**config.mk**
```make
export PLATFORM = sky130hd
export DESIGN_NAME = platform_interrupt_controller
export DESIGN_NICKNAME = d
export VERILOG_FILES = /design/src/design/pic_pkg.sv /design/src/design/pic_regs.sv /design/src/design/pic_scan.sv /design/src/design/platform_interrupt_controller.sv
export VERILOG_INCLUDE_DIRS = /design/src /design/src/design
export SDC_FILE = /design/constraint.sdc
export NUM_CORES = 1
export LEC_CHECK = 0
export BUFFER_PORTS_ARGS = -buffer_cell sky130_fd_sc_hd__buf_4
export CORE_UTILIZATION = 43
export DETAILED_ROUTE_END_ITERATION = 7
export HOLD_SLACK_MARGIN = 0.02
export MAX_ROUTING_LAYER = met4
export PLACE_DENSITY_LB_ADDON = 0.12
export SETUP_SLACK_MARGIN = 0.02
export SYNTH_ARGS = -nofsm -noshare
export SYNTH_HDL_FRONTEND = slang
export SYNTH_HIERARCHICAL = 1
export SYNTH_SLANG_ARGS = --single-unit
```
**constraint.sdc**
```tcl
create_clock -name clk -period 15.4 [get_ports clk]
set_clock_uncertainty 0.2 [all_clocks]
set_input_delay 3.85 -clock clk [delete_from_list [all_inputs] [get_ports clk]]
set_output_delay 3.85 -clock clk [all_outputs]
set_load 0.02 [all_outputs]
```
**src/design/platform_interrupt_controller_defines.svh**
```systemverilog
// assertion macros for the platform interrupt controller
`ifndef PLATFORM_INTERRUPT_CONTROLLER_DEFINES_SVH
`define PLATFORM_INTERRUPT_CONTROLLER_DEFINES_SVH

// same-cycle implication, sampled on clk, off while rst_n is low
`define PIC_ASSERT_IMPL(name, ante, cons) \
  name: assert property (@(posedge clk) disable iff (!rst_n) (ante) |-> (cons)) \
    else $error("pic: assertion failed");

// next-cycle implication, sampled on clk, off while rst_n is low
`define PIC_ASSERT_NEXT(name, ante, cons) \
  name: assert property (@(posedge clk) disable iff (!rst_n) (ante) |=> (cons)) \
    else $error("pic: assertion failed");

`endif

```
**src/design/pic_pkg.sv**
```systemverilog
// shared constants and types for the platform interrupt controller
`timescale 1ns / 1ps

package pic_pkg;

  // sizing
  localparam int NUM_SOURCES   = 32;
  localparam int NUM_CONTEXTS  = 2;
  localparam int PRIORITY_BITS = 3;
  localparam int PRIO_W        = PRIORITY_BITS;

  // sources are stored padded to whole 32-bit words
  localparam int EN_WORDS   = (NUM_SOURCES + 31) / 32;
  localparam int EN_BITS    = EN_WORDS * 32;

  // the compare unit looks at one group of sources per cycle while the sequencer scans
  localparam int GROUP      = 8;
  localparam int NUM_GROUPS = EN_BITS / GROUP;
  localparam int GRP_W      = $clog2(GROUP);
  localparam int GI_W       = $clog2(NUM_GROUPS);
  localparam int ID_W       = GI_W + GRP_W;

  localparam int CTX_W      = (NUM_CONTEXTS > 1) ? $clog2(NUM_CONTEXTS) : 1;
  // contexts reported on the notify port
  localparam int NOTE_CTX   = (NUM_CONTEXTS < 2) ? NUM_CONTEXTS : 2;

  // item modes
  localparam logic [1:0] MODE_READ  = 2'd0;
  localparam logic [1:0] MODE_WRITE = 2'd1;
  localparam logic [1:0] MODE_REQ   = 2'd2;

  // register map bases
  localparam logic [25:0] PEND_BASE = 26'h000_1000;
  localparam logic [25:0] EN_BASE   = 26'h000_2000;
  localparam logic [25:0] CTX_BASE  = 26'h020_0000;

  // word index within a context page
  localparam logic [9:0] CTX_REG_THRESH = 10'd0;
  localparam logic [9:0] CTX_REG_CLAIM  = 10'd1;

  // one group of sources as seen by the compare unit
  typedef struct packed {
    logic [GROUP-1:0][PRIO_W-1:0] prio;
    logic [GROUP-1:0]             qual;
    logic [PRIO_W-1:0]            thresh;
  } pic_row_t;

  // claim side effect on the source state
  typedef struct packed {
    logic            valid;
    logic [ID_W-1:0] id;
  } pic_claim_t;

  // bus decode seen by the sequencer
  typedef struct packed {
    logic             claim_rd;
    logic [CTX_W-1:0] ctx;
  } pic_dec_t;

endpackage

```
**src/design/pic_regs.sv**
```systemverilog
// register file and bus decode of the platform interrupt controller
`timescale 1ns / 1ps

module pic_regs (
  input  logic                  clk,
  input  logic                  rst_n,
  input  logic [1:0]            mode,
  input  logic [25:0]           offset,
  input  logic [31:0]           wdata,
  input  logic [4:0]            source_id,
  input  logic                  access_en,
  input  logic                  scan_en,
  input  logic [pic_pkg::GI_W-1:0]  scan_grp,
  input  logic [pic_pkg::CTX_W-1:0] scan_ctx,
  input  pic_pkg::pic_claim_t   claim,
  output logic [31:0]           rd_data,
  output pic_pkg::pic_dec_t     dec,
  output pic_pkg::pic_row_t     row
);

  // source and context state
  logic [pic_pkg::PRIO_W-1:0]  prio_r   [pic_pkg::EN_BITS];
  logic [pic_pkg::EN_BITS-1:0] pend_r;
  logic [pic_pkg::EN_BITS-1:0] insvc_r;
  logic [pic_pkg::EN_BITS-1:0] enable_r [pic_pkg::NUM_CONTEXTS];
  logic [pic_pkg::PRIO_W-1:0]  thresh_r [pic_pkg::NUM_CONTEXTS];

  logic [25:0]                  off_w;
  logic                         is_prio, is_pend, is_en, is_ctxp;
  logic [9:0]                   prio_id;
  logic                         prio_ok;
  logic [pic_pkg::ID_W-1:0]     prio_idx;
  logic [9:0]                   pend_w;
  logic                         pend_ok;
  logic [20:0]                  en_rel;
  logic [13:0]                  en_ctx;
  logic [4:0]                   en_w;
  logic                         en_ok;
  logic [25:0]                  cp_rel;
  logic [13:0]                  cp_ctx;
  logic [9:0]                   cp_reg;
  logic                         cp_ok;
  logic                         thr_hit, claim_hit;
  logic [pic_pkg::CTX_W-1:0]    bus_ctx, ctx_sel;
  logic [pic_pkg::GI_W-1:0]     row_sel;
  logic [pic_pkg::EN_BITS-1:0]  en_vec;
  logic [31:0]                  pend_word, en_word, en_mask;
  logic [pic_pkg::ID_W-1:0]     src_idx, done_idx;
  logic                         req_ok, done_ok;

  // address decode, low two offset bits dropped
  always_comb begin
    off_w    = {offset[25:2], 2'b00};
    is_prio  = off_w < pic_pkg::PEND_BASE;
    is_pend  = !is_prio && (off_w < pic_pkg::EN_BASE);
    is_en    = (off_w >= pic_pkg::EN_BASE) && (off_w < pic_pkg::CTX_BASE);
    is_ctxp  = off_w >= pic_pkg::CTX_BASE;

    prio_id  = off_w[11:2];
    prio_ok  = (prio_id != 10'd0) && ({1'b0, prio_id} < 11'(pic_pkg::NUM_SOURCES));
    prio_idx = prio_id[pic_pkg::ID_W-1:0];

    pend_w   = off_w[11:2];
    pend_ok  = pend_w < 10'(pic_pkg::EN_WORDS);

    // enable block: 0x80 bytes per context
    en_rel   = 21'(off_w - pic_pkg::EN_BASE);
    en_ctx   = en_rel[20:7];
    en_w     = en_rel[6:2];
    en_ok    = (en_ctx < 14'(pic_pkg::NUM_CONTEXTS)) &&
               ({1'b0, en_w} < 6'(pic_pkg::EN_WORDS));

    // context pages: 0x1000 bytes per context
    cp_rel   = off_w - pic_pkg::CTX_BASE;
    cp_ctx   = cp_rel[25:12];
    cp_reg   = cp_rel[11:2];
    cp_ok    = cp_ctx < 14'(pic_pkg::NUM_CONTEXTS);
    thr_hit  = is_ctxp && cp_ok && (cp_reg == pic_pkg::CTX_REG_THRESH);
    claim_hit = is_ctxp && cp_ok && (cp_reg == pic_pkg::CTX_REG_CLAIM);

    bus_ctx  = is_en ? en_ctx[pic_pkg::CTX_W-1:0] : cp_ctx[pic_pkg::CTX_W-1:0];
  end

  // one row and one context are read per cycle, shared by bus and scan
  always_comb begin
    row_sel = scan_en ? scan_grp : prio_idx[pic_pkg::ID_W-1:pic_pkg::GRP_W];
    ctx_sel = scan_en ? scan_ctx : bus_ctx;
    en_vec  = enable_r[ctx_sel];
    for (int k = 0; k < pic_pkg::GROUP; k++) begin
      row.prio[k] = prio_r[{row_sel, pic_pkg::GRP_W'(k)}];
      row.qual[k] = pend_r[{row_sel, pic_pkg::GRP_W'(k)}] &
                    en_vec[{row_sel, pic_pkg::GRP_W'(k)}];
    end
    row.thresh = thresh_r[ctx_sel];
  end

  // word views of the bit vectors
  always_comb begin
    pend_word = '0;
    en_word   = '0;
    for (int w = 0; w < pic_pkg::EN_WORDS; w++) begin
      if (pend_w == 10'(w)) begin
        pend_word = pend_r[w*32 +: 32];
      end
      if ({1'b0, en_w} == 6'(w)) begin
        en_word = en_vec[w*32 +: 32];
      end
    end
    // enable bits that belong to real sources
    for (int b = 0; b < 32; b++) begin
      en_mask[b] = ((int'(en_w) * 32 + b) >= 1) &&
                   ((int'(en_w) * 32 + b) < pic_pkg::NUM_SOURCES);
    end
  end

  // bus read data and claim decode
  always_comb begin
    rd_data = '0;
    if (mode == pic_pkg::MODE_READ) begin
      if (is_prio && prio_ok) begin
        rd_data = 32'(row.prio[prio_idx[pic_pkg::GRP_W-1:0]]);
      end else if (is_pend && pend_ok) begin
        rd_data = pend_word;
      end else if (is_en && en_ok) begin
        rd_data = en_word;
      end else if (thr_hit) begin
        rd_data = 32'(row.thresh);
      end
    end
    dec.claim_rd = (mode == pic_pkg::MODE_READ) && claim_hit;
    dec.ctx      = bus_ctx;
  end

  // request and completion qualifiers
  always_comb begin
    src_idx  = pic_pkg::ID_W'(source_id);
    req_ok   = (source_id != 5'd0) && (32'(source_id) < 32'(pic_pkg::NUM_SOURCES)) &&
               !pend_r[src_idx] && !insvc_r[src_idx];
    done_idx = wdata[pic_pkg::ID_W-1:0];
    done_ok  = (wdata >= 32'd1) && (wdata < 32'(pic_pkg::NUM_SOURCES));
  end

  // state updates
  always_ff @(posedge clk) begin
    if (!rst_n) begin
      for (int i = 0; i < pic_pkg::EN_BITS; i++) begin
        prio_r[i] <= '0;
      end
      for (int c = 0; c < pic_pkg::NUM_CONTEXTS; c++) begin
        enable_r[c] <= '0;
        thresh_r[c] <= '0;
      end
      pend_r  <= '0;
      insvc_r <= '0;
    end else begin
      if (access_en && (mode == pic_pkg::MODE_WRITE)) begin
        if (is_prio && prio_ok) begin
          prio_r[prio_idx] <= wdata[pic_pkg::PRIO_W-1:0];
        end
        if (is_en && en_ok) begin
          for (int w = 0; w < pic_pkg::EN_WORDS; w++) begin
            if ({1'b0, en_w} == 6'(w)) begin
              enable_r[bus_ctx][w*32 +: 32] <= wdata & en_mask;
            end
          end
        end
        if (thr_hit) begin
          thresh_r[bus_ctx] <= wdata[pic_pkg::PRIO_W-1:0];
        end
        if (claim_hit && done_ok) begin
          insvc_r[done_idx] <= 1'b0;
        end
      end
      if (access_en && (mode == pic_pkg::MODE_REQ) && req_ok) begin
        pend_r[src_idx] <= 1'b1;
      end
      // claimed source moves from pending to in service
      if (claim.valid) begin
        pend_r[claim.id]  <= 1'b0;
        insvc_r[claim.id] <= 1'b1;
      end
    end
  end

endmodule

```
**src/design/pic_scan.sv**
```systemverilog
// shared priority compare unit, one group of sources per step
`timescale 1ns / 1ps

module pic_scan (
  input  logic                     clk,
  input  logic                     step,
  input  logic                     first,
  input  logic [pic_pkg::GI_W-1:0] grp,
  input  pic_pkg::pic_row_t        row,
  output logic [pic_pkg::ID_W-1:0] best_id
);

  logic [pic_pkg::PRIO_W-1:0] best_prio_r, best_prio_nxt;
  logic [pic_pkg::ID_W-1:0]   best_id_r, best_id_nxt;

  // strict compare in id order keeps ties on the lowest id
  always_comb begin
    best_prio_nxt = first ? row.thresh : best_prio_r;
    best_id_nxt   = first ? '0 : best_id_r;
    for (int k = 0; k < pic_pkg::GROUP; k++) begin
      if (row.qual[k] && (row.prio[k] > best_prio_nxt)) begin
        best_prio_nxt = row.prio[k];
        best_id_nxt   = {grp, pic_pkg::GRP_W'(k)};
      end
    end
  end

  // running best across groups
  always_ff @(posedge clk) begin
    if (step) begin
      best_prio_r <= best_prio_nxt;
      best_id_r   <= best_id_nxt;
    end
  end

  assign best_id = best_id_r;

endmodule

```
**src/design/platform_interrupt_controller.sv**
```systemverilog
// top level of the platform interrupt controller: sequencer and result register
// S_ACCESS, then S_SCAN and S_EVAL per notify context, then S_DONE; a claim read
// first scans its own context and claims the winner; a new item is taken only in
// S_IDLE; each search for the best source walks the shared compare unit over 4
// groups of 8 sources; reset: synchronous rst_n clears all priorities, pending,
// in-service, enables and thresholds at once; the block is ready once rst_n is released
`timescale 1ns / 1ps
`include "platform_interrupt_controller_defines.svh"

module platform_interrupt_controller (
  input  logic        clk,
  input  logic        rst_n,
  input  logic        in_valid,
  output logic        in_ready,
  input  logic [1:0]  in_mode,
  input  logic [25:0] in_offset,
  input  logic [31:0] in_write_data,
  input  logic [4:0]  in_source_id,
  output logic        out_valid,
  input  logic        out_ready,
  output logic [31:0] out_read_data,
  output logic [1:0]  out_notify
);

  // sequencer states
  localparam logic [2:0] S_IDLE   = 3'd0;
  localparam logic [2:0] S_ACCESS = 3'd1;
  localparam logic [2:0] S_SCAN   = 3'd2;
  localparam logic [2:0] S_EVAL   = 3'd3;
  localparam logic [2:0] S_DONE   = 3'd4;

  localparam logic [pic_pkg::GI_W-1:0]  GRP_LAST = pic_pkg::GI_W'(pic_pkg::NUM_GROUPS - 1);
  localparam logic [pic_pkg::CTX_W-1:0] CTX_LAST = pic_pkg::CTX_W'(pic_pkg::NOTE_CTX - 1);

  logic [2:0]                  state_r, state_nxt;
  logic [1:0]                  mode_r, mode_nxt;
  logic [25:0]                 offset_r, offset_nxt;
  logic [31:0]                 wdata_r, wdata_nxt;
  logic [4:0]                  src_r, src_nxt;
  logic [pic_pkg::GI_W-1:0]    grp_r, grp_nxt;
  logic [pic_pkg::CTX_W-1:0]   ctx_r, ctx_nxt;
  logic                        claim_scan_r, claim_scan_nxt;
  logic [31:0]                 rd_r, rd_nxt;
  logic [1:0]                  note_r, note_nxt;
  logic                        out_valid_r, out_valid_nxt;
  logic [31:0]                 out_rd_r, out_rd_nxt;
  logic [1:0]                  out_note_r, out_note_nxt;

  logic                        access_en;
  logic                        scan_en;
  pic_pkg::pic_claim_t         claim;
  pic_pkg::pic_dec_t           dec;
  pic_pkg::pic_row_t           row;
  logic [31:0]                 bus_rd;
  logic [pic_pkg::ID_W-1:0]    best_id;

  assign in_ready      = (state_r == S_IDLE);
  assign out_valid     = out_valid_r;
  assign out_read_data = out_rd_r;
  assign out_notify    = out_note_r;
  assign access_en     = (state_r == S_ACCESS);
  assign scan_en       = (state_r == S_SCAN);

  pic_regs u_regs (
    .clk       (clk),
    .rst_n     (rst_n),
    .mode      (mode_r),
    .offset    (offset_r),
    .wdata     (wdata_r),
    .source_id (src_r),
    .access_en (access_en),
    .scan_en   (scan_en),
    .scan_grp  (grp_r),
    .scan_ctx  (ctx_r),
    .claim     (claim),
    .rd_data   (bus_rd),
    .dec       (dec),
    .row       (row)
  );

  pic_scan u_scan (
    .clk     (clk),
    .step    (scan_en),
    .first   (grp_r == '0),
    .grp     (grp_r),
    .row     (row),
    .best_id (best_id)
  );

  // sequencer
  always_comb begin
    state_nxt      = state_r;
    mode_nxt       = mode_r;
    offset_nxt     = offset_r;
    wdata_nxt      = wdata_r;
    src_nxt        = src_r;
    grp_nxt        = grp_r;
    ctx_nxt        = ctx_r;
    claim_scan_nxt = claim_scan_r;
    rd_nxt         = rd_r;
    note_nxt       = note_r;
    out_valid_nxt  = out_valid_r;
    out_rd_nxt     = out_rd_r;
    out_note_nxt   = out_note_r;
    claim          = '0;

    // result leaves on an output transfer
    if (out_valid_r && out_ready) begin
      out_valid_nxt = 1'b0;
    end

    case (state_r)
      S_IDLE: begin
        if (in_valid) begin
          mode_nxt   = in_mode;
          offset_nxt = in_offset;
          wdata_nxt  = in_write_data;
          src_nxt    = in_source_id;
          state_nxt  = S_ACCESS;
        end
      end
      // register access; a claim read searches its context first
      S_ACCESS: begin
        rd_nxt   = bus_rd;
        note_nxt = '0;
        grp_nxt  = '0;
        if (dec.claim_rd) begin
          ctx_nxt        = dec.ctx;
          claim_scan_nxt = 1'b1;
        end else begin
          ctx_nxt        = '0;
          claim_scan_nxt = 1'b0;
        end
        state_nxt = S_SCAN;
      end
      S_SCAN: begin
        if (grp_r == GRP_LAST) begin
          grp_nxt   = '0;
          state_nxt = S_EVAL;
        end else begin
          grp_nxt = grp_r + 1'b1;
        end
      end
      S_EVAL: begin
        if (claim_scan_r) begin
          // take the winner, then refresh notify on the updated state
          claim.valid    = (best_id != '0);
          claim.id       = best_id;
          rd_nxt         = 32'(best_id);
          claim_scan_nxt = 1'b0;
          ctx_nxt        = '0;
          state_nxt      = S_SCAN;
        end else begin
          for (int c = 0; c < pic_pkg::NOTE_CTX; c++) begin
            if (ctx_r == pic_pkg::CTX_W'(c)) begin
              note_nxt[c] = (best_id != '0);
            end
          end
          if (ctx_r == CTX_LAST) begin
            state_nxt = S_DONE;
          end else begin
            ctx_nxt   = ctx_r + 1'b1;
            state_nxt = S_SCAN;
          end
        end
      end
      S_DONE: begin
        if (!out_valid_r || out_ready) begin
          out_valid_nxt = 1'b1;
          out_rd_nxt    = rd_r;
          out_note_nxt  = note_r;
          state_nxt     = S_IDLE;
        end
      end
      default: begin
        state_nxt = S_IDLE;
      end
    endcase
  end

  // control registers
  always_ff @(posedge clk) begin
    if (!rst_n) begin
      state_r      <= S_IDLE;
      grp_r        <= '0;
      ctx_r        <= '0;
      claim_scan_r <= 1'b0;
      out_valid_r  <= 1'b0;
    end else begin
      state_r      <= state_nxt;
      grp_r        <= grp_nxt;
      ctx_r        <= ctx_nxt;
      claim_scan_r <= claim_scan_nxt;
      out_valid_r  <= out_valid_nxt;
    end
  end

  // item and result payload
  always_ff @(posedge clk) begin
    mode_r     <= mode_nxt;
    offset_r   <= offset_nxt;
    wdata_r    <= wdata_nxt;
    src_r      <= src_nxt;
    rd_r       <= rd_nxt;
    note_r     <= note_nxt;
    out_rd_r   <= out_rd_nxt;
    out_note_r <= out_note_nxt;
  end

  // checks
  `PIC_ASSERT_NEXT(a_transfer_starts_access, in_valid && in_ready, state_r == S_ACCESS)
  `PIC_ASSERT_IMPL(a_eval_after_full_scan, state_r == S_EVAL, $past(state_r) == S_SCAN && $past(grp_r) == GRP_LAST)
  `PIC_ASSERT_IMPL(a_result_from_done, $rose(out_valid_r), $past(state_r) == S_DONE)

endmodule
```
== Word-level counts from Yosys, hierarchy flattened ==
Memory sizes are Yosys's and may differ from the RTL's.
Cells that the tools add are included.
Cells by class
  add/subtract/negate cells: 35
  $lt $le $gt $ge: 99
  equality and inequality tests: 15
  muxes and demuxes: 127
  bitwise gates (word level): 15
  reductions and logical operators: 91
Operators by type and width (number)
  $ge 32x2->1 const B: 31
  $lt 32x7->1 const B: 31
  $mux 32: 15
  $add 10x5->11 const B: 16
  $and 32x32->32: 3
  $add 10x4->11 const B: 8
  $lt 5x6->1 const B: 11
  $not 32->32: 2
  $or 32x32->32: 2
  $pmux 32 s2: 1
  $logic_and 1x1->1: 62
  $mux 3: 18
  $mux 1: 51
  $mux 5: 10
  $add 10x3->11 const B: 4
  $bmux 1 s2: 16
  $ge 32x1->1 const B: 1
  $lt 32x6->1 const B: 1
  $reduce_or 32->1: 1
  $lt 14x2->1 const B: 2
  $ge 26x14->1 const B: 1
  $ge 26x22->1 const B: 1
  $lt 26x13->1 const B: 1
  $lt 26x14->1 const B: 1
  45 further kinds: 92
Storage, ports and cells
  bits in registers: 213
  RAM bits: 166
  output and inout bits: 36
  memories: 3
Memory list
  u_regs.prio_r: depth 32, width 3, rd ports 8, clocked after memory_dff 0, write ports 32, RTL line pic_regs.sv:22  | logic [pic_pkg::PRIO_W-1:0] prio_r [pic_pkg::EN_BITS];
  u_regs.enable_r: depth 2, width 32, rd ports 1, clocked after memory_dff 0, write ports 2, RTL line pic_regs.sv:25  | logic [pic_pkg::EN_BITS-1:0] enable_r [pic_pkg::NUM_CONTEXTS];
  u_regs.thresh_r: depth 2, width 3, rd ports 1, clocked after memory_dff 0, write ports 2, RTL line pic_regs.sv:26  | logic [pic_pkg::PRIO_W-1:0] thresh_r [pic_pkg::NUM_CONTEXTS];

== Longest topological paths before layout ==
Gate-level depths: netlist of the first run.
An unclocked memory read counts as a cell.
  depth after elaboration: 32
  depth in mapped cells: 66
  gate-level depth less buffers: 63

== Modules after synthesis ==
Netlist of the first run, hierarchy kept.
Modules (own cells, without submodules)
  pic_regs: times used 1, cells an instance 1167, area each 12014.0 µm², sequential area each 6206.0 µm²
  platform_interrupt_controller: times used 1, cells an instance 238, area each 4789.6 µm², sequential area each 4154.0 µm²
  pic_scan: times used 1, cells an instance 177, area each 1390.1 µm², sequential area each 240.2 µm²

== Worst setup path after synthesis of the first run ==
Ideal clock, no wire load.
  path kind: register to register
  start: register state_r[1]
  end: register u_scan.best_id_r, in the netlist u_scan/best_id[0] (enable)
  setup time: 0.314 ns
  data arrival time: 12.340 ns
  required time: 14.886 ns
  path slack: 2.546 ns
  cell stages (with the launch flop): 59
  cells stage by stage: dfxtp_1 buf_2 nor3b_1 mux2i_1 buf_6 buf_2 mux4_2 ha_1 nand3_1 o211ai_1 nor2_1 nor2_1 a21oi_1 ha_1 nor2_1 a21oi_1 o21ai_0 o211ai_1 [23 not listed] and3_2 o21a_2 a211oi_2 nor2_1 ha_1 a21oi_1 o2111ai_1 a21boi_0 nand2_1 o21ai_0 inv_1 ha_1 nor2b_1 o21ai_0 a21oi_1 nor2_1 nand4_1 o21a_1
RTL lines
  start: declaration: RTL line platform_interrupt_controller.sv:35  | logic [2:0] state_r, state_nxt;
  start signal: assignment: RTL line platform_interrupt_controller.sv:190  | state_r <= state_nxt;
  end signal: assignment: RTL line pic_scan.sv:32  | best_id_r <= best_id_nxt;
  end: declaration: RTL line pic_scan.sv:14  | logic [pic_pkg::ID_W-1:0] best_id_r, best_id_nxt;

==> reports/qor.csv, run 1 <==
metric;value;unit
outcome;finished clean;
gr-total-overflow;0;
ir_worst_vdd;0.0784;mV
clock_root_buffer;sky130_fd_sc_hd__clkbuf_16;
pre_cts_ws;1.16;ns
global_route_wire_length_before_repair;74.5;mm
route.final.wire_length;49.9;mm
achievable-frequency;0.0702;GHz
yosys_warnings;6;
die_width;207;um
fill_cells;3636;
die-height;207;um
clock_insertion_delay_worst_skew;0.58;ns
drc_marker_count_from_the_first_detailed_route_iteration;1316;
cts_tree;built;
timing.hold.worst.start;rd_r[25]$_SDFFCE_PN0P_;
hp-class;flip-flop to flip-flop;
design_area;0.0209;sq mm
final_net_count;1746;
seqCellArea;0.0105;sq mm
grt_start_max_net_pins;66;
p_per_area;118;mW/mm^2
dp.cells;2149;
number_of_clock_sinks_seen_by_cts;375;
endpoint_kind;flip-flop;
num_vias;13000;
static-leakage-power;7.56;nW
multiInputGateArea;0.00714;sq mm
mapped_area;0.0181;sq mm
relSlewSlack;21.3;%
period_minus_slack;14.24;ns
drc_errors;0;
via_cell_ratio;5.84;
clock_buffers_created_by_tritoncts;42;
initial_cell_density_of_the_core;44.0;%
clk_transition_reported_paths;0.06;ns
hold_path_cell_cnt;0;
slew_violations;0;
timing.setup.tns;0;ns
period_share;92.5;%
rr_worst_depth;60;
criticalPathCategory;flip-flop to flip-flop;
num_io_pins;105;
antenna_found_initial;0;
postCtsSetupRepairBufs;0;
final_number_of_hold_violating_endpoints;0;
final.setup.worst_slack;1.16;ns
detailedRoute.firstPassIterationCount;7;
min_to;out_read_data[25]$_DFFE_PP_;
first_global_vias;12300;
rsz0062_at_grt;no;
placementRows;74;
routabilityCongestion;0.896;
placeableCoreArea;0.0412;sq mm
die_area;0.0430;sq mm
synth_cells;1580;
max_stage_delay;0.63;ns
required_arrival_time_at_the_worst_endpoint;15.45;ns
max-cap-violations;0;
ctsLongestPathBuffers;3;
worst-r2r-setup-slack;1.16;ns
drtAntennaViolNets;0;
final_layout_size_suffix_gt1_share;17.2;%
synthToLayoutAreaGrowth;15.1;%
final_cell_count_no_fill;2227;
post_dp_cell_area;0.0194;sq mm
routed_wire_length_per_instance;22.4;um
hpwlAfterDp;34.5;mm
critPathMaxFanout;31;
track_usage;23.7;%
htree_num_levels;2;
r2r-end;u_scan/best_id[2]$_SDFFCE_PP1P_;
design_power_total;2.46;mW
avgSynthCellArea;11.5;sq um
portBuffers;102;
num_antenna_cells;0;
cp.arrival;14.30;ns
timing.critical_path.slowest_stage_cell;sky130_fd_sc_hd__dfxtp_1;
tightest_slew;1.18;ns
critical_path.startpoint_type;flip-flop;
setup_viol_count_final;0;
crit-reg2reg-launch;state_r[1]$_SDFFE_PN0P_;
power by group:
| group | internal (mW) | switching, mW | leakage, nW |
|---|---|---|---|
| sequential | 1.14 | 0.0299 | 3.59 |
| combinational | 0.0967 | 0.163 | 3.26 |
| clock | 0.622 | 0.417 | 0.712 |
critical path, delay by kind of cell, from the launching register on:
kind                     cells  cell delay (ns)
flip-flops                   1             0.63
AO/OA/AOI/OAI               23             4.88
buffers and inverters        3             0.39
adder cells (fa/ha/maj)      8             2.27
AND/OR/NAND/NOR             21             3.74
multiplexers                 5             1.80
final cells by class:
cell class / instances / share of cell area (%)
Inverter: 34 / 0.612
Tap cell: 532 / 3.19
Multi-Input combinational cell: 1082 / 34.2
Timing Repair Buffer: 126 / 4.53
Sequential cell: 375 / 50.5
Clock buffer: 47 / 5.28
Clock inverter: 31 / 1.65
sequential cells by signal, indices dropped and copies added (netlist names):
name,count
u_regs/prio_r,96
u_regs/enable_r,62
out_read_data,32
rd_r,32
u_regs/insvc_r,32
u_regs/pend_r,32
wdata_r,32
offset_r,24
u_regs/thresh_r,6
src_r,5
u_scan/best_id,5
state_r,3
u_scan/best_prio_r,3
grp_r,2
mode_r,2
note_r,2
out_notify,2
claim_scan_r,1
ctx_r,1
out_valid,1
cell usage in the layout (no fill, tap or decap), types with 8 or more instances in the layout:
cell and count:
sky130_fd_sc_hd__clkbuf_16 43, sky130_fd_sc_hd__o21ai_0 80, sky130_fd_sc_hd__ha_1 16, sky130_fd_sc_hd__nor2_1 188, sky130_fd_sc_hd__a21oi_1 69, sky130_fd_sc_hd__mux2_4 8
sky130_fd_sc_hd__a211oi_1 20, sky130_fd_sc_hd__edfxtp_1 303, sky130_fd_sc_hd__and3b_1 11, sky130_fd_sc_hd__nor4_1 17, sky130_fd_sc_hd__mux4_2 25, sky130_fd_sc_hd__nor3_1 40
sky130_fd_sc_hd__nand4_1 13, sky130_fd_sc_hd__mux2i_1 60, sky130_fd_sc_hd__clkinv_2 12, sky130_fd_sc_hd__a2bb2oi_1 24, sky130_fd_sc_hd__and2_1 94, sky130_fd_sc_hd__nand3_1 24
sky130_fd_sc_hd__nand2_1 134, sky130_fd_sc_hd__and3_1 17, sky130_fd_sc_hd__or3b_2 8, sky130_fd_sc_hd__buf_4 126, sky130_fd_sc_hd__inv_1 32, sky130_fd_sc_hd__a31oi_1 23
sky130_fd_sc_hd__mux2_2 8, sky130_fd_sc_hd__nor2b_1 41, sky130_fd_sc_hd__dfxtp_1 72
per-stage QoR:
stage | hold WS (ns) | util (%)
final | 0.210 | 50.6
after global routing | 0.225 | 50.6
after CTS | 0.212 | 50.6
after detailed placement | 0.205 | 47.1
after global placement | 0.203 | 47.1
after floorplan | 0.200 | -
worst max path at each step:
| stage | startpoint | end | cells past startpoint |
|---|---|---|---|
| 2_1_floorplan | state_r[1]$_SDFFE_PN0P_ | u_scan/best_id[0]$_SDFFCE_PP1P_ | 58 |
| 3_3_place_gp | state_r[1]$_SDFFE_PN0P_ | u_scan/best_id[0]$_SDFFCE_PP1P_ | 60 |
| 3_5_place_dp | state_r[1]$_SDFFE_PN0P_ | u_scan/best_id[0]$_SDFFCE_PP1P_ | 60 |
| 4_1_cts | state_r[1]$_SDFFE_PN0P_ | u_scan/best_id[4]$_DFFE_PP_ | 60 |
| 5_1_grt | state_r[1]$_SDFFE_PN0P_ | u_scan/best_id[4]$_DFFE_PP_ | 62 |
| 6_report | state_r[1]$_SDFFE_PN0P_ | u_scan/best_id[2]$_SDFFCE_PP1P_ | 60 |
routing by layer:
metal	global-route usage, %	up-vias	routed length (um)	share of wire, %
li1	-	6053	-	-
met1	34.1	6311	23400	47
met2	33.5	547	21200	43
met3	4.04	85	3920	7.9
met4	8.26	0	1340	2.7
met5	-	-	0	0
timing repair:
action,4_1_cts,5_1_grt
hold buffers,0,0
resized for setup,0,1
setup endpoints to repair,0,5
hold endpoints to repair,0,0
(Power assumes the default switching activity.)
==> run 2: changes to the inputs <==
- CELL_PAD_IN_SITES_DETAIL_PLACEMENT: not set -> 1
- CELL_PAD_IN_SITES_GLOBAL_PLACEMENT: not set -> 1
- CORE_ASPECT_RATIO: not set -> 1.75
==> run 2 against run 1 <==
Effect of this change: sequential cell count unchanged; first-iteration DRC count down 51%; routed wire length up 14%; critical path depth unchanged; largest cell class unchanged.
==> reports/qor.csv, run 2 (same netlist as run 1, synthesis figures left out) <==
metric;value;unit
drc_marker_count_from_the_first_detailed_route_iteration;650;
ir_worst_vdd;0.0961;mV
drtAntennaViolNets;0;
final_number_of_hold_violating_endpoints;0;
clk_transition_reported_paths;0.06;ns
outcome;finished clean;
die_area;0.0430;sq mm
placementRows;99;
critical_path.startpoint_type;flip-flop;
number_of_clock_sinks_seen_by_cts;375;
ctsLongestPathBuffers;3;
final_net_count;1750;
max_stage_delay;0.53;ns
synthToLayoutAreaGrowth;14.0;%
grt_start_max_net_pins;66;
cts_tree;built;
clock_buffers_created_by_tritoncts;37;
largest_register_ff_count;96;
htree_num_levels;2;
layout.cells.most_common;sky130_fd_sc_hd__edfxtp_1;
top_regs;u_regs/prio_r (96), u_regs/enable_r (62);
setup_viol_count_final;0;
rr_worst_depth;60;
num_vias;13000;
clock_root_buffer;sky130_fd_sc_hd__clkbuf_16;
clock_insertion_delay_worst_skew;0.55;ns
tightest_slew;1.19;ns
period_minus_slack;14.43;ns
num_io_pins;105;
route.final.wire_length;56.9;mm
initial_cell_density_of_the_core;43.6;%
drc_errors;0;
timing.setup.tns;0;ns
static-leakage-power;7.47;nW
relSlewSlack;20.8;%
required_arrival_time_at_the_worst_endpoint;15.45;ns
rsz0062_at_grt;no;
postCtsSetupRepairBufs;0;
global_route_wire_length_before_repair;84.3;mm
final.setup.worst_slack;0.974;ns
period_share;93.7;%
die-height;274;um
hp-class;flip-flop to flip-flop;
cts-resized-gates;0;
gr-total-overflow;0;
achievable-frequency;0.0693;GHz
cp.arrival;14.47;ns
hpwlAfterDp;42.3;mm
routabilityCongestion;0.956;
antenna_found_initial;0;
detailedRoute.firstPassIterationCount;5;
slew_violations;0;
final_layout_size_suffix_gt1_share;16.4;%
portBuffers;102;
via_cell_ratio;5.79;
routed_wire_length_per_instance;25.3;um
p_per_area;113;mW/mm^2
track_usage;28.0;%
hold_path_cell_cnt;0;
critPathMaxFanout;15;
criticalPathCategory;flip-flop to flip-flop;
max-cap-violations;0;
num_antenna_cells;0;
first_global_vias;13800;
die_width;157;um
timing.critical_path.slowest_stage_cell;sky130_fd_sc_hd__a21boi_0;
endpoint_kind;flip-flop;
placeableCoreArea;0.0416;sq mm
registers.top_by_ff_count;u_regs/prio_r;
pre_cts_ws;1.05;ns
cts_hold_buffers;0;
most-common-layout-cells;303 x sky130_fd_sc_hd__edfxtp_1, 188 x sky130_fd_sc_hd__nor2_1, 135 x sky130_fd_sc_hd__buf_4, 134 x sky130_fd_sc_hd__nand2_1, 94 x sky130_fd_sc_hd__and2_1;
-- run 2: cell types whose count changed in the layout (fill, tap and decap cells not counted), moves of 2 or more --
cell and change:
sky130_fd_sc_hd__buf_4 +9, sky130_fd_sc_hd__bufinv_16 -3, sky130_fd_sc_hd__clkbuf_1 +3, sky130_fd_sc_hd__clkbuf_16 -4, sky130_fd_sc_hd__clkinv_1 +6, sky130_fd_sc_hd__clkinv_2 -8
sky130_fd_sc_hd__clkinv_4 -3, sky130_fd_sc_hd__clkinvlp_4 -2
-- run 2: path summary, 6_finish.rpt --
check,start,endpoint,slack (ns)
min,rd_r[13]$_SDFFCE_PN0P_,out_read_data[13]$_DFFE_PP_,0.22
min reg2reg,rd_r[13]$_SDFFCE_PN0P_,out_read_data[13]$_DFFE_PP_,0.22
max,state_r[1]$_SDFFE_PN0P_,u_scan/best_id[1]$_SDFFCE_PP1P_,0.97
max reg2reg,state_r[1]$_SDFFE_PN0P_,u_scan/best_id[1]$_SDFFCE_PP1P_,0.97
-- run 2: stage by stage --
stage | hold slack [ns] | cell area (sq um) | util [%] | total power, mW | instances
6_report | 0.219 | 20700 | 49.7 | 2.33 | 2247
5_1_grt | 0.226 | 20700 | 49.7 | 2.40 | 2247
4_1_cts | 0.220 | 20700 | 49.7 | 2.35 | 2247
3_5_place_dp | 0.205 | 19500 | 46.9 | 1.45 | 2181
3_3_place_gp | 0.200 | 19500 | 46.9 | 1.44 | 2181
2_1_floorplan | 0.200 | 18100 | - | 1.35 | 1582
-- run 2: critical path: cells and delay by family (launching register included) --
family | cells | cell delay, ns
mux | 5 | 1.84
compound gates | 23 | 4.95
fa+ha+maj | 8 | 2.24
buf+inv | 3 | 0.56
simple gates | 21 | 4.03
flops | 1 | 0.31
-- run 2: final cells by class --
type / instances / area, sq um
fill: 4464 / 20900
clock inverter: 21 / 176
sequential: 375 / 10500
inverter: 34 / 128
clock buffer: 45 / 998
timing repair buffer: 135 / 1010
multi-input combinational: 1082 / 7130
tap: 555 / 694
-- run 2: per-layer routing --
metal  vias to the layer above  wire (um)  track usage, %
met4                         0       3630            16.0
met3                       153       1680            2.72
met1                      6543      18700            25.8
met2                       281      32900            54.4
met5                         -          0               -
li1                       6027          -               -
-- run 2: power by group --
group	total [mW]	internal (mW)	switching (mW)
sequential	1.17	1.14	0.0345
combinational	0.258	0.0965	0.161
clock	0.899	0.512	0.387
total	2.33	1.74	0.583
==> run 3: changes to the inputs <==
- CTS_BUF_LIST: not set -> sky130_fd_sc_hd__clkbuf_16
- SKIP_LAST_GASP: not set -> 1
- SYNTH_HIERARCHICAL: 1 -> not set
==> run 3 against run 2 <==
Effect of this change: utilization up 0.28 points; first-iteration DRC count increased by 18%; combinational power rose by 7%; cell area is 1.6% lower; sequential share of layout area is 0.75 points higher; global-route usage increased by 0.43 points; synthesized cell count increased by 1.9%; clock power grew 6.6%; largest cell class unchanged.
==> reports/qor.csv, run 3 <==
metric;value;unit
synthToLayoutAreaGrowth;14.7;%
global_route_wire_length_before_repair;85.0;mm
r2r-end;u_scan.best_id[3]$_DFFE_PP_;
largest_register_ff_count;96;
switching_share;25.4;%
required_arrival_time_at_the_worst_endpoint;15.49;ns
hpwlAfterDp;41.6;mm
post_dp_cell_area;0.0191;sq mm
seqCellArea;0.0105;sq mm
top_regs;u_regs.prio_r (96), u_regs.enable_r (62);
criticalPathCategory;flip-flop to flip-flop;
yosys-top-cells-area;sky130_fd_sc_hd__edfxtp_1 51%, sky130_fd_sc_hd__dfxtp_1 8.0%, sky130_fd_sc_hd__nor2_1 4.8%;
cpMostUsedCell;sky130_fd_sc_hd__ha_1;
die_width;155;um
multiInputGateArea;0.00679;sq mm
synth.most_common_cell;sky130_fd_sc_hd__edfxtp_1;
clock_root_buffer;sky130_fd_sc_hd__clkbuf_16;
clk_transition_reported_paths;0.06;ns
drc_errors;0;
period_share;92.9;%
rr_worst_depth;60;
synth_cells;1610;
critPathMaxFanout;25;
placeableCoreArea;0.0407;sq mm
route.final.wire_length;56.7;mm
initial_cell_density_of_the_core;43.5;%
mapped_area;0.0177;sq mm
first_global_vias;13900;
ctsLongestPathBuffers;3;
routed_wire_length_per_instance;24.9;um
final_layout_size_suffix_gt1_share;15.5;%
final.setup.worst_slack;1.10;ns
achievable-frequency;0.0699;GHz
p_seq_share;48.5;%
fin_worst_hold_slack;0.219;ns
yosys_warnings;0;
layout.cells.most_common;sky130_fd_sc_hd__edfxtp_1;
via_cell_ratio;5.79;
gr-total-overflow;0;
grt_start_max_net_pins;64;
slew_violations;0;
final_net_count;1783;
p_per_area;118;mW/mm^2
hp-class;flip-flop to flip-flop;
rsz0062_at_grt;no;
design_power_total;2.39;mW
htree_num_levels;2;
ys.flop_type;sky130_fd_sc_hd__edfxtp_1;
async_flop_share;0;%
registers.top_by_ff_count;u_regs.prio_r;
p_sw;0.608;mW
yosys_register_bits;374;
pre_cts_ws;1.08;ns
cts-resized-gates;0;
track_usage;28.4;%
outcome;finished clean;
static-leakage-power;7.09;nW
design_area;0.0203;sq mm
clock_insertion_delay_worst_skew;0.56;ns
num_vias;13200;
relSlewSlack;21.6;%
power_report.internal_total;1.78;mW
yosysSeqAreaShare;59.3;%
crit-reg2reg-launch;state_r[1]$_SDFFE_PN0P_;
routabilityCongestion;0.915;
postCtsSetupRepairBufs;0;
timing.setup.tns;0;ns
portBuffers;102;
detailedRoute.firstPassIterationCount;5;
avgSynthCellArea;11.0;sq um
die_area;0.0421;sq mm
max_stage_delay;0.71;ns
num_antenna_cells;0;
num_io_pins;105;
endpoint_kind;flip-flop;
synth.cells.most_frequent;303 x sky130_fd_sc_hd__edfxtp_1, 227 x sky130_fd_sc_hd__nor2_1, 210 x sky130_fd_sc_hd__nand2_1;
placementRows;98;
worst-r2r-setup-slack;1.10;ns
setup.worst_path.start;state_r[1]$_SDFFE_PN0P_;
most-common-layout-cells;303 x sky130_fd_sc_hd__edfxtp_1, 226 x sky130_fd_sc_hd__nor2_1, 210 x sky130_fd_sc_hd__nand2_1, 134 x sky130_fd_sc_hd__a21oi_1, 129 x sky130_fd_sc_hd__buf_4;
tightest_slew;1.17;ns
die-height;271;um
period_minus_slack;14.30;ns
number_of_enable_type_register_cells_in_the_synthesized_netlist;303;
synth_largest_area_cell;sky130_fd_sc_hd__edfxtp_1;
antenna_found_initial;0;
setup_viol_count_final;0;
number_of_clock_sinks_seen_by_cts;374;
p_comb_share;11.5;%
timing.critical_path.slowest_stage_cell;sky130_fd_sc_hd__or3b_1;
drtAntennaViolNets;0;
final_number_of_hold_violating_endpoints;0;
ir_worst_vdd;0.0943;mV
drc_marker_count_from_the_first_detailed_route_iteration;767;
clock_buffers_created_by_tritoncts;38;
synthDominantCellAreaShare;51.3;%
power.share.clock;40.0;%
cts_hold_buffers;0;
timing.critical_path.to;u_scan.best_id[3]$_DFFE_PP_;
cp.arrival;14.39;ns
max-cap-violations;0;
cts_tree;built;
critical_path.startpoint_type;flip-flop;
count_of_cell_types_in_the_netlist;90;
fill_cells;4403;
[run 3: cell type report]
cell class                      instances  share of cell area [%]
Clock buffer                           38                    4.68
Multi-Input combinational cell       1127                    33.4
Sequential cell                       374                    51.7
Timing Repair Buffer                  129                    4.76
Tap cell                              550                    3.38
Inverter                               28                   0.529
Clock inverter                         31                    1.53
[run 3: logic make-up after synthesis]
| logic type | Yosys count | synth area share (%) |
|---|---|---|
| buffers and inverters | 111 | 2.61 |
| and+or+nand+nor | 704 | 18.9 |
| AOI/OAI and AO/OA | 333 | 11.8 |
| DFF | 374 | 59.3 |
| adders and majority gates | 16 | 1.13 |
| other | 1 | 0.0212 |
| muxes | 70 | 6.13 |
| xor gates and xnor gates | 1 | 0.0494 |
[run 3: metrics by stage]
stage / utilization, % / std cells
floorplan: - / 1612
global route: 50.0 / 2277
CTS: 50.0 / 2277
detailed placement: 46.9 / 2208
global placement: 46.9 / 2208
finish: 50.0 / 2277
[run 3: layer usage]
layer | track usage, % | wire, um | vias to the layer above
met2 | 51.2 | 30500 | 359
met3 | 2.80 | 1830 | 174
met1 | 28.2 | 19700 | 6584
met4 | 20.6 | 4730 | 0
met5 | - | 0 | -
li1 | - | - | 6059
[run 3: how the worst min path moves through the flow]
stage,startpoint,end,slack [ns],cells after the start
global placement,rd_r[21]$_SDFFCE_PP0P_,out_read_data[21]$_DFFE_PP_,0.20,0
global route,rd_r[20]$_SDFFCE_PP0P_,out_read_data[20]$_DFFE_PP_,0.22,0
finish,rd_r[21]$_SDFFCE_PP0P_,out_read_data[21]$_DFFE_PP_,0.22,0
floorplan,note_r[0]$_SDFFCE_PN0P_,out_notify[0]$_DFFE_PP_,0.20,0
detailed placement,rd_r[20]$_SDFFCE_PP0P_,out_read_data[20]$_DFFE_PP_,0.21,0
CTS,rd_r[22]$_SDFFCE_PP0P_,out_read_data[22]$_DFFE_PP_,0.22,0
[run 3: power groups by stage]
stage / combinational (mW) / sequential (mW) / clock (mW)
floorplan: 0.188 / 1.16 / 0
global placement: 0.268 / 1.18 / 0
detailed placement: 0.275 / 1.18 / 0
CTS: 0.276 / 1.16 / 0.973
global route: 0.298 / 1.16 / 1.00
finish: 0.275 / 1.16 / 0.958
[run 3: worst max-delay path: cells and delay by family (launching register included)]
kind / cells / cell delay (ns)
AND/OR/NAND/NOR: 17 / 3.07
AO/OA/AOI/OAI: 25 / 4.78
buffers and inverters: 5 / 0.83
adder cells (fa/ha/maj): 8 / 2.05
flip-flops: 1 / 0.65
multiplexers: 5 / 2.43
